$ cat src/hdl/deq_pkg.sv
package deq_pkg;

    // Number of entries held by the deque
    localparam int DEPTH = 8;
    // Width of the entry count, wide enough to hold DEPTH itself
    localparam int CNT_W = $clog2(DEPTH + 1);
    localparam int DATA_W = 32;

    // Operation codes carried on func
    typedef enum logic [2:0] {
        FN_PUSH_FRONT = 3'd0,
        FN_PUSH_REAR  = 3'd1,
        FN_POP_FRONT  = 3'd2,
        FN_POP_REAR   = 3'd3,
        FN_PEEK_FRONT = 3'd4,
        FN_PEEK_REAR  = 3'd5
    } deq_func_t;

    // Status codes reported with every result
    typedef enum logic [1:0] {
        ST_OK    = 2'd0,
        ST_FULL  = 2'd1,
        ST_EMPTY = 2'd2
    } deq_status_t;

    // Shift commands broadcast to every cell; at most one is set per cycle
    typedef struct packed {
        logic push_front;
        logic push_rear;
        logic pop_front;
        logic pop_rear;
    } deq_cmd_t;

endpackage

$ cat src/hdl/deq_cell.sv
module deq_cell (
    input  logic                            clk,
    input  logic                            rst_n,
    input  deq_pkg::deq_cmd_t               cmd,
    input  logic [deq_pkg::DATA_W-1:0]      value,
    input  logic [deq_pkg::DATA_W-1:0]      left_data,
    input  logic                            left_valid,
    input  logic [deq_pkg::DATA_W-1:0]      right_data,
    input  logic                            right_valid,
    output logic [deq_pkg::DATA_W-1:0]      data_q,
    output logic                            valid_q
);
    import deq_pkg::*;

    logic [DATA_W-1:0] data_reg;
    logic [DATA_W-1:0] data_next;
    logic              valid_reg;
    logic              valid_next;

    // Work out this cell's next contents from its neighbours
    always_comb
    begin
        data_next  = data_reg;
        valid_next = valid_reg;
        if (cmd.push_front)
        begin
            // advance toward the rear
            data_next  = left_data;
            valid_next = left_valid;
        end
        else if (cmd.push_rear)
        begin
            // take the new item in the first free cell
            if (!valid_reg && left_valid)
            begin
                data_next  = value;
                valid_next = 1'b1;
            end
        end
        else if (cmd.pop_front)
        begin
            // advance toward the front
            data_next  = right_data;
            valid_next = right_valid;
        end
        else if (cmd.pop_rear)
        begin
            // drop the rear entry
            if (valid_reg && !right_valid)
            begin
                valid_next = 1'b0;
            end
        end
    end

    // Hold occupancy under reset
    always_ff @(posedge clk or negedge rst_n)
    begin
        if (!rst_n)
        begin
            valid_reg <= 1'b0;
        end
        else
        begin
            valid_reg <= valid_next;
        end
    end

    // Hold the entry word
    always_ff @(posedge clk)
    begin
        data_reg <= data_next;
    end

    assign data_q  = data_reg;
    assign valid_q = valid_reg;

endmodule

$ cat src/hdl/double_ended_queue.sv
// Deque built as a row of cells; the front entry sits in the first cell.
// Result strobed on done in the cycle after start is taken.
// Throughput: one operation per cycle; every operation completes in a single
// update of the cell row, so busy stays low and the receiver cannot stall.
// Reset (rst_n, asynchronous, active low) empties the deque and clears done.
module double_ended_queue (
    input  logic                               clk,
    input  logic                               rst_n,
    input  logic                               start,
    output logic                               busy,
    input  logic [2:0]                         func,
    input  logic signed [deq_pkg::DATA_W-1:0]  value,
    output logic                               done,
    output logic signed [deq_pkg::DATA_W-1:0]  data,
    output logic [1:0]                         status,
    output logic                               is_full,
    output logic                               is_empty,
    output logic [3:0]                         count
);
    import deq_pkg::*;

    logic [DATA_W-1:0] cell_data [DEPTH];
    logic [DEPTH-1:0]  cell_valid;
    logic [DEPTH-1:0]  rear_sel;
    logic [DATA_W-1:0] rear_data;
    logic              accept;
    logic              full;
    logic              empty;
    deq_cmd_t          cmd;

    logic [CNT_W-1:0]  count_reg;
    logic [CNT_W-1:0]  count_next;
    logic              done_reg;
    logic [DATA_W-1:0] data_reg;
    logic [DATA_W-1:0] data_next;
    deq_status_t       status_reg;
    deq_status_t       status_next;

    assign busy   = 1'b0;
    assign accept = start && !busy;
    assign full   = (count_reg == CNT_W'(DEPTH));
    assign empty  = (count_reg == '0);

    // Build the cell row and link each cell to its neighbours
    for (genvar i = 0; i < DEPTH; i++)
    begin : g_cell
        logic [DATA_W-1:0] l_data;
        logic              l_valid;
        logic [DATA_W-1:0] r_data;
        logic              r_valid;

        if (i == 0)
        begin : g_first
            assign l_data  = value;
            assign l_valid = 1'b1;
        end
        else
        begin : g_inner_l
            assign l_data  = cell_data[i-1];
            assign l_valid = cell_valid[i-1];
        end

        if (i == DEPTH - 1)
        begin : g_last
            assign r_data  = '0;
            assign r_valid = 1'b0;
        end
        else
        begin : g_inner_r
            assign r_data  = cell_data[i+1];
            assign r_valid = cell_valid[i+1];
        end

        assign rear_sel[i] = cell_valid[i] && !r_valid;

        deq_cell u_cell (
            .clk         (clk),
            .rst_n       (rst_n),
            .cmd         (cmd),
            .value       (value),
            .left_data   (l_data),
            .left_valid  (l_valid),
            .right_data  (r_data),
            .right_valid (r_valid),
            .data_q      (cell_data[i]),
            .valid_q     (cell_valid[i])
        );
    end

    // Pick the rear entry: exactly one cell marks itself as rear when occupied
    always_comb
    begin
        rear_data = '0;
        for (int k = 0; k < DEPTH; k++)
        begin
            rear_data = rear_data | (cell_data[k] & {DATA_W{rear_sel[k]}});
        end
    end

    // Decode the operation into a shift command, result word and new count
    always_comb
    begin
        cmd         = '0;
        data_next   = '0;
        status_next = ST_OK;
        count_next  = count_reg;
        case (func)
            FN_PUSH_FRONT, FN_PUSH_REAR:
            begin
                if (full)
                begin
                    status_next = ST_FULL;
                end
                else
                begin
                    cmd.push_front = (func == FN_PUSH_FRONT);
                    cmd.push_rear  = (func == FN_PUSH_REAR);
                    count_next     = count_reg + 1'b1;
                end
            end
            FN_POP_FRONT, FN_POP_REAR:
            begin
                if (empty)
                begin
                    status_next = ST_EMPTY;
                end
                else
                begin
                    cmd.pop_front = (func == FN_POP_FRONT);
                    cmd.pop_rear  = (func == FN_POP_REAR);
                    data_next     = (func == FN_POP_FRONT) ? cell_data[0] : rear_data;
                    count_next    = count_reg - 1'b1;
                end
            end
            FN_PEEK_FRONT, FN_PEEK_REAR:
            begin
                if (empty)
                begin
                    status_next = ST_EMPTY;
                end
                else
                begin
                    data_next = (func == FN_PEEK_FRONT) ? cell_data[0] : rear_data;
                end
            end
            default:
            begin
                // unused selectors leave the state as it is
            end
        endcase

        if (!accept)
        begin
            cmd        = '0;
            count_next = count_reg;
        end
    end

    // Hold count and result strobe under reset
    always_ff @(posedge clk or negedge rst_n)
    begin
        if (!rst_n)
        begin
            count_reg <= '0;
            done_reg  <= 1'b0;
        end
        else
        begin
            count_reg <= count_next;
            done_reg  <= accept;
        end
    end

    // Capture the result of the accepted item
    always_ff @(posedge clk)
    begin
        if (accept)
        begin
            data_reg   <= data_next;
            status_reg <= status_next;
        end
    end

    assign done     = done_reg;
    assign data     = data_reg;
    assign status   = status_reg;
    assign is_full  = full;
    assign is_empty = empty;
    assign count    = 4'(count_reg);

endmodule

$ cat config.mk
export PLATFORM = sky130hd
export DESIGN_NAME = double_ended_queue
export DESIGN_NICKNAME = d
export VERILOG_FILES = /design/src/hdl/deq_pkg.sv /design/src/hdl/deq_cell.sv /design/src/hdl/double_ended_queue.sv
export SDC_FILE = /design/constraint.sdc
export NUM_CORES = 1
export LEC_CHECK = 0
export ABC_AREA = 1
export BUFFER_PORTS_ARGS = -buffer_cell sky130_fd_sc_hd__buf_2
export CAP_MARGIN = 20
export CORE_MARGIN = 3
export CORE_UTILIZATION = 62
export CTS_BUF_LIST = sky130_fd_sc_hd__clkbuf_16
export DETAILED_ROUTE_END_ITERATION = 10
export PLACE_DENSITY = 0.78
export RECOVER_POWER = 100
export REMOVE_ABC_BUFFERS = 1
export SLEW_MARGIN = 30
export SYNTH_ARGS = -nofsm -noshare
export SYNTH_HDL_FRONTEND = slang
export SYNTH_SLANG_ARGS = --single-unit
$ cat constraint.sdc
create_clock -name clk -period 2.43 [get_ports clk]
set_clock_uncertainty 0.1 [all_clocks]
set_input_delay 0.486 -clock clk [delete_from_list [all_inputs] [get_ports clk]]
set_output_delay 0.486 -clock clk [all_outputs]
set_load 0.1 [all_outputs]
; ---- Yosys cells after proc, flatten, opt, wreduce, memory -nomap -nowiden
; Index checks and enable logic that the tools add are counted.
[totals]
regBits = 303
inputBits = 38
output_inout_bits = 42
wordCells = 194
[classes]
n_addsub = 2
n_bitwise = 15
muxes = 94
n_reduce_logical = 47
eq_ne = 16
[op_table]
columns = cell, n
row1 = $mux W32, 36
row2 = $and A32 B32 Y32, 8
row3 = $or A32 B32 Y32, 7
row4 = $pmux W32 S2, 1
row5 = $mux W1, 47
row6 = $reduce_bool A4 Y1, 8
row7 = $ne A3 B2 Y1 const B, 7
row8 = $reduce_and A2 Y1, 10
row9 = $reduce_and A3 Y1, 6
row10 = $mux W4, 3
row11 = $mux W2, 5
row12 = $pmux W4 S2, 1
row13 = $logic_and A1 B1 Y1, 7
row14 = $logic_not A1 Y1, 7
row15 = $eq A3 B2 Y1 const B, 2
row16 = $eq A3 B3 Y1 const B, 2
row17 = $reduce_or A2 Y1, 3
row18 = $add A4 B1 Y4 const B, 1
row19 = $eq A4 B4 Y1 const B, 1
row20 = $logic_not A4 Y1, 1
row21 = $ne A2 B2 Y1 const B, 2
row22 = $pmux W2 S2, 1
row23 = $reduce_and A4 Y1, 1
row24 = $reduce_or A4 Y1, 1
row25 = other kinds (6), 6

; ---- Depth between registers and ports, before layout
[logic_depth]
ltp_word = 13
ltp_mapped = 12

; ---- Modules after synthesis
; Synthesis repeated with hierarchy kept, for this count alone.
[hier_totals]
cells_unflattened = 2279
area_unflattened_um2 = 17719.5
[modules_own_cells]
columns = module, area_per_inst_um2, seq_area_each_um2, cells_per_inst, n_inst
row1 = deq_cell, 1651.6, 985.9, 192, 8
row2 = double_ended_queue, 4506.8, 1146.1, 743, 1

; ---- Least setup slack after synthesis
; No wires, ideal clock.
[synth_path]
path_kind = register to register
startpoint = reg count_reg[1] (netlist: count[1])
endpoint = reg g_cell[0].u_cell.data_reg[0], enable pin
setup_slack_ns = -0.402
required_ns = 1.943
path_buffers = 1
setup_ns = 0.387
arrival_time_ns = 2.346
period_less_slack_ns = 2.832
stages_incl_launch_ff = 8
cell_sequence = dfrtp_1 -> nor2_2 -> nand3_2 -> nand2_1 -> buf_4 -> nand3_2 -> o21ai_0 -> inv_1
[synth_between]
elab_chain_len = 6
elab_cells_between_ends = 10
[synth_rtl]
columns = element, line
row1 = start: declaration, double_ended_queue.sv:31  ; logic [CNT_W-1:0] count_reg;
row2 = start signal: assignment, double_ended_queue.sv:169  ; count_reg <= count_next;
row3 = $eq A4 B4 Y1 / $logic_not A4 Y1 (equally long branches), "double_ended_queue.sv:41, double_ended_queue.sv:42"
row4 = "$mux W2, on equally long branches", "double_ended_queue.sv:110, double_ended_queue.sv:123"
row5 = $mux W2, double_ended_queue.sv:107  ; case (func)
row6 = $mux W4 *, double_ended_queue.sv:152  ; if (!accept)
row7 = $ne A3 B3 Y1 (no line) / $reduce_bool A3 Y1 (equally long branches), n/a
row8 = $reduce_and A2 Y1 (no line) *, n/a
row9 = end signal: assignment, deq_cell.sv:72  ; data_reg <= data_next;
row10 = end: declaration, deq_cell.sv:15  ; logic [DATA_W-1:0] data_reg;
; Mark *: on every way between the ends. The rest lies on a longest branch, timed or not.
; A chain may end at the register's enable or synchronous reset.

; ---- Final worst setup path
[layout_path]
startpoint = reg count_reg[1] (netlist: count[1])
endpoint = out is_empty
[layout_between]
elab_chain_len = 1
[layout_rtl]
columns = element, line
row1 = $logic_not A4 Y1, double_ended_queue.sv:42  ; assign empty = (count_reg == '0);
row2 = end: declaration, double_ended_queue.sv:17  ; output logic is_empty,
; Every way passes these cells.

==> out/results.ini <==
[outcome]
outcome = finished, final reports clean

[timing]
period_share = 0.9428
slew-limit-headroom = 0.1515
whs_ns = 0.1693
max_freq_mhz = 436.5
rsz0062_at_grt = false
worstMarginPinSlew_ns = 1.273
fin_crit_ns = 2.291
final.setup.worst_slack_ns = 0.1390
slew_violations = 0
setup_violations = 0
hold_viol = 0

[worst_hold_path]
hold_path_depth = 3
min_to = g_cell[0].u_cell.data_q[1]$_DFFE_PP_
min_from = value[1]
hold_class = input port to flop

[placement]
dp.cells = 2167
routabilityCongestion = 0.9027
place_worst_setup_slack_ns = 0.02103
portBuffers = 78
dp_hpwl_um = 27380
dpl_cell_area_um2 = 16740

[grt]
antenna_found_initial = 0
grt_usage = 0.3302
grt_pass1_vias = 12950
grt_pass1_wl_um = 69540
grt_max_degree = 47
grt_overflow = 0

[clock_tree]
clkTransAtPathRegs_ns = 0.06
cts.htree.levels = 2
clk_latency_ns = 0.51
clock_sinks = 303
cts_buffer_depth = 3
cts_root_buf = clkbuf_16
cts_tree = yes
cts-buffers-inserted = 34

[detailed_routing]
vias = 13420
final_antenna_net_count = 0
first_pass_iters = 5
avgRoutedWirePerCell_um = 19.74
routed_wl_um = 44000
drt_iter0_markers = 1699
drc = 0
via_per_inst = 6.020

[floorplan]
rows = 57
die_w_um = 165.0
core_um2 = 24600
die-area_um2 = 27220
initial_core_util = 0.6369
die_h_um = 165.0
io_pins = 80

[critical_path]
worstPathCellList = nor2_2, nand2_1, inv_1, clkbuf_4
required_ns = 1.84
worst_setup_path_start_kind = flop
cp_slowest_cell = dfrtp_1
end_kind = output port
cp_max_fo = 5
crit_arrival_ns = 1.70
path_class = flop to output port
worstReg2RegStart = count[1]$_DFFE_PN0P_
max_stage_delay_ns = 0.46
worstRegToRegCells = 8
reg2reg_to = g_cell[5].u_cell.data_q[9]$_DFFE_PP_
rrSetupSlack_ns = 0.16

[power]
clkPwrFrac = 0.326
swShare = 0.3277
power.leakage_nw = 7.502
power_density_nw_per_um2 = 831.8
internal_power_w = 0.009823
p_seq_frac = 0.448
p_sw_w = 0.004788
peakVddDrop_mv = 1.057
pwr-share-comb = 0.225

[logic_synthesis]
syn_area_um2 = 15670
ys_types = 32
postSynthAreaPerCell_um2 = 8.759
yosysWarnings = 0
synth_ff_type = edfxtp_1
ys_seq_elements = 303
synthArstFlopShare = 0.04290
synthCells = 1789
synth_edf_count = 290
yosysSeqAreaShare = 0.5765

[finish]
utilization = 0.7139
largest_reg_flops = 256
diodes = 0
area_growth_pct = 12.10
drive_above_1_share = 0.1134
fin_nets = 1925
design_area_um2 = 17570
final_cell_mix = nand2_1 (819), edfxtp_1 (290), nand3_1 (149), o21ai_0 (122), inv_1 (94)
final_common_cell = nand2_1
instances_no_fill = 2229

[job]
max-cap-violations = 0

==> cell usage after synthesis, types with 6 or more instances <==
| cell | n | share of area |
|---|---|---|
| a21oi_1 | 34 | 0.011 |
| buf_2 | 51 | 0.016 |
| buf_4 | 10 | 0.0048 |
| buf_6 | 12 | 0.0086 |
| clkbuf_1 | 16 | 0.0038 |
| dfrtp_1 | 13 | 0.021 |
| edfxtp_1 | 290 | 0.56 |
| ha_1 | 6 | 0.0048 |
| inv_1 | 88 | 0.021 |
| inv_2 | 6 | 0.0014 |
| nand2_1 | 810 | 0.19 |
| nand2_2 | 12 | 0.0048 |
| nand2_4 | 10 | 0.0072 |
| nand3_1 | 149 | 0.048 |
| nor2_1 | 71 | 0.017 |
| nor2_2 | 7 | 0.0028 |
| o211ai_1 | 61 | 0.029 |
| o21ai_0 | 119 | 0.038 |
| o21ai_1 | 6 | 0.0019 |
==> per-stage QoR <==
step	setup TNS [ns]	power (W)
after floorplan	-895.35	0.008777
after global placement	0	0.009847
after detailed placement	0	0.009916
after CTS	0	0.01465
after global routing	0	0.01516
final	0	0.01461
==> what timing repair did <==
item                                   CTS  global route
resized for setup                        0             2
setup endpoints to repair                0             2
hold buffers                             1             0
setup buffers                            0             0
endpoints found under the hold margin   13             0
==> power by group through the flow <==
| stage | Combinational, W | Sequential [W] | Clock [W] |
|---|---|---|---|
| after floorplan | 0.00151 | 0.00727 | 0 |
| after global placement | 0.00322 | 0.00663 | 0 |
| after detailed placement | 0.00328 | 0.00664 | 0 |
| after CTS | 0.00331 | 0.00654 | 0.00480 |
| after global routing | 0.00354 | 0.00660 | 0.00503 |
| final | 0.00329 | 0.00655 | 0.00477 |
==> logic make-up (layout without fill, tap and decap cells) <==
| kind of cell | Yosys count | after routing | share of synthesized area |
|---|---|---|---|
| buffers and inverters | 188 | 304 | 0.05821 |
| AOI/OAI and AO/OA | 222 | 222 | 0.08088 |
| xor gates and xnor gates | 4 | 4 | 0.002235 |
| other | 1 | 1 | 0.0002393 |
| and+or+nand+nor | 1064 | 1064 | 0.2759 |
| adders and majority gates | 7 | 7 | 0.006068 |
| DFF | 303 | 303 | 0.5765 |
==> per-layer routing <==
| layer | global-route usage | share of wire | up-vias |
|---|---|---|---|
| met5 | 0 | 0 | - |
| li1 | - | - | 6145 |
| met4 | 0.1239 | 0.035 | 0 |
| met1 | 0.4641 | 0.38 | 6233 |
| met3 | 0.05719 | 0.13 | 145 |
| met2 | 0.5186 | 0.46 | 896 |
==> cell type report <==
class | instances | area, um2
clock buffers | 35 | 875.8
repair buffers | 148 | 1032
multi-input cells | 1298 | 5710
clock inverters | 26 | 146.4
flip-flops and latches | 303 | 9034
well taps | 324 | 405.4
inverters | 95 | 361.6
fillers | 1906 | 7039
==> worst max-delay path: cells and delay by family, from the launching register on <==
| family | cells | cell delay, ns |
|---|---|---|
| buffers and inverters | 2 | 0.43 |
| DFF | 1 | 0.46 |
| and+or+nand+nor | 2 | 0.30 |
==> worst max-delay path by stage <==
stage	from	end	depth (start not counted)
after floorplan	count[3]$_DFFE_PN0P_	g_cell[2].u_cell.data_q[0]$_DFFE_PP_	6
after global placement	func[1]	g_cell[2].u_cell.data_q[17]$_DFFE_PP_	9
after detailed placement	func[1]	g_cell[2].u_cell.data_q[17]$_DFFE_PP_	9
after CTS	count[1]$_DFFE_PN0P_	is_empty	4
after global routing	count[1]$_DFFE_PN0P_	g_cell[2].u_cell.data_q[17]$_DFFE_PP_	7
final	count[1]$_DFFE_PN0P_	is_empty	4
Note: power is estimated with default switching activity, not from simulation.
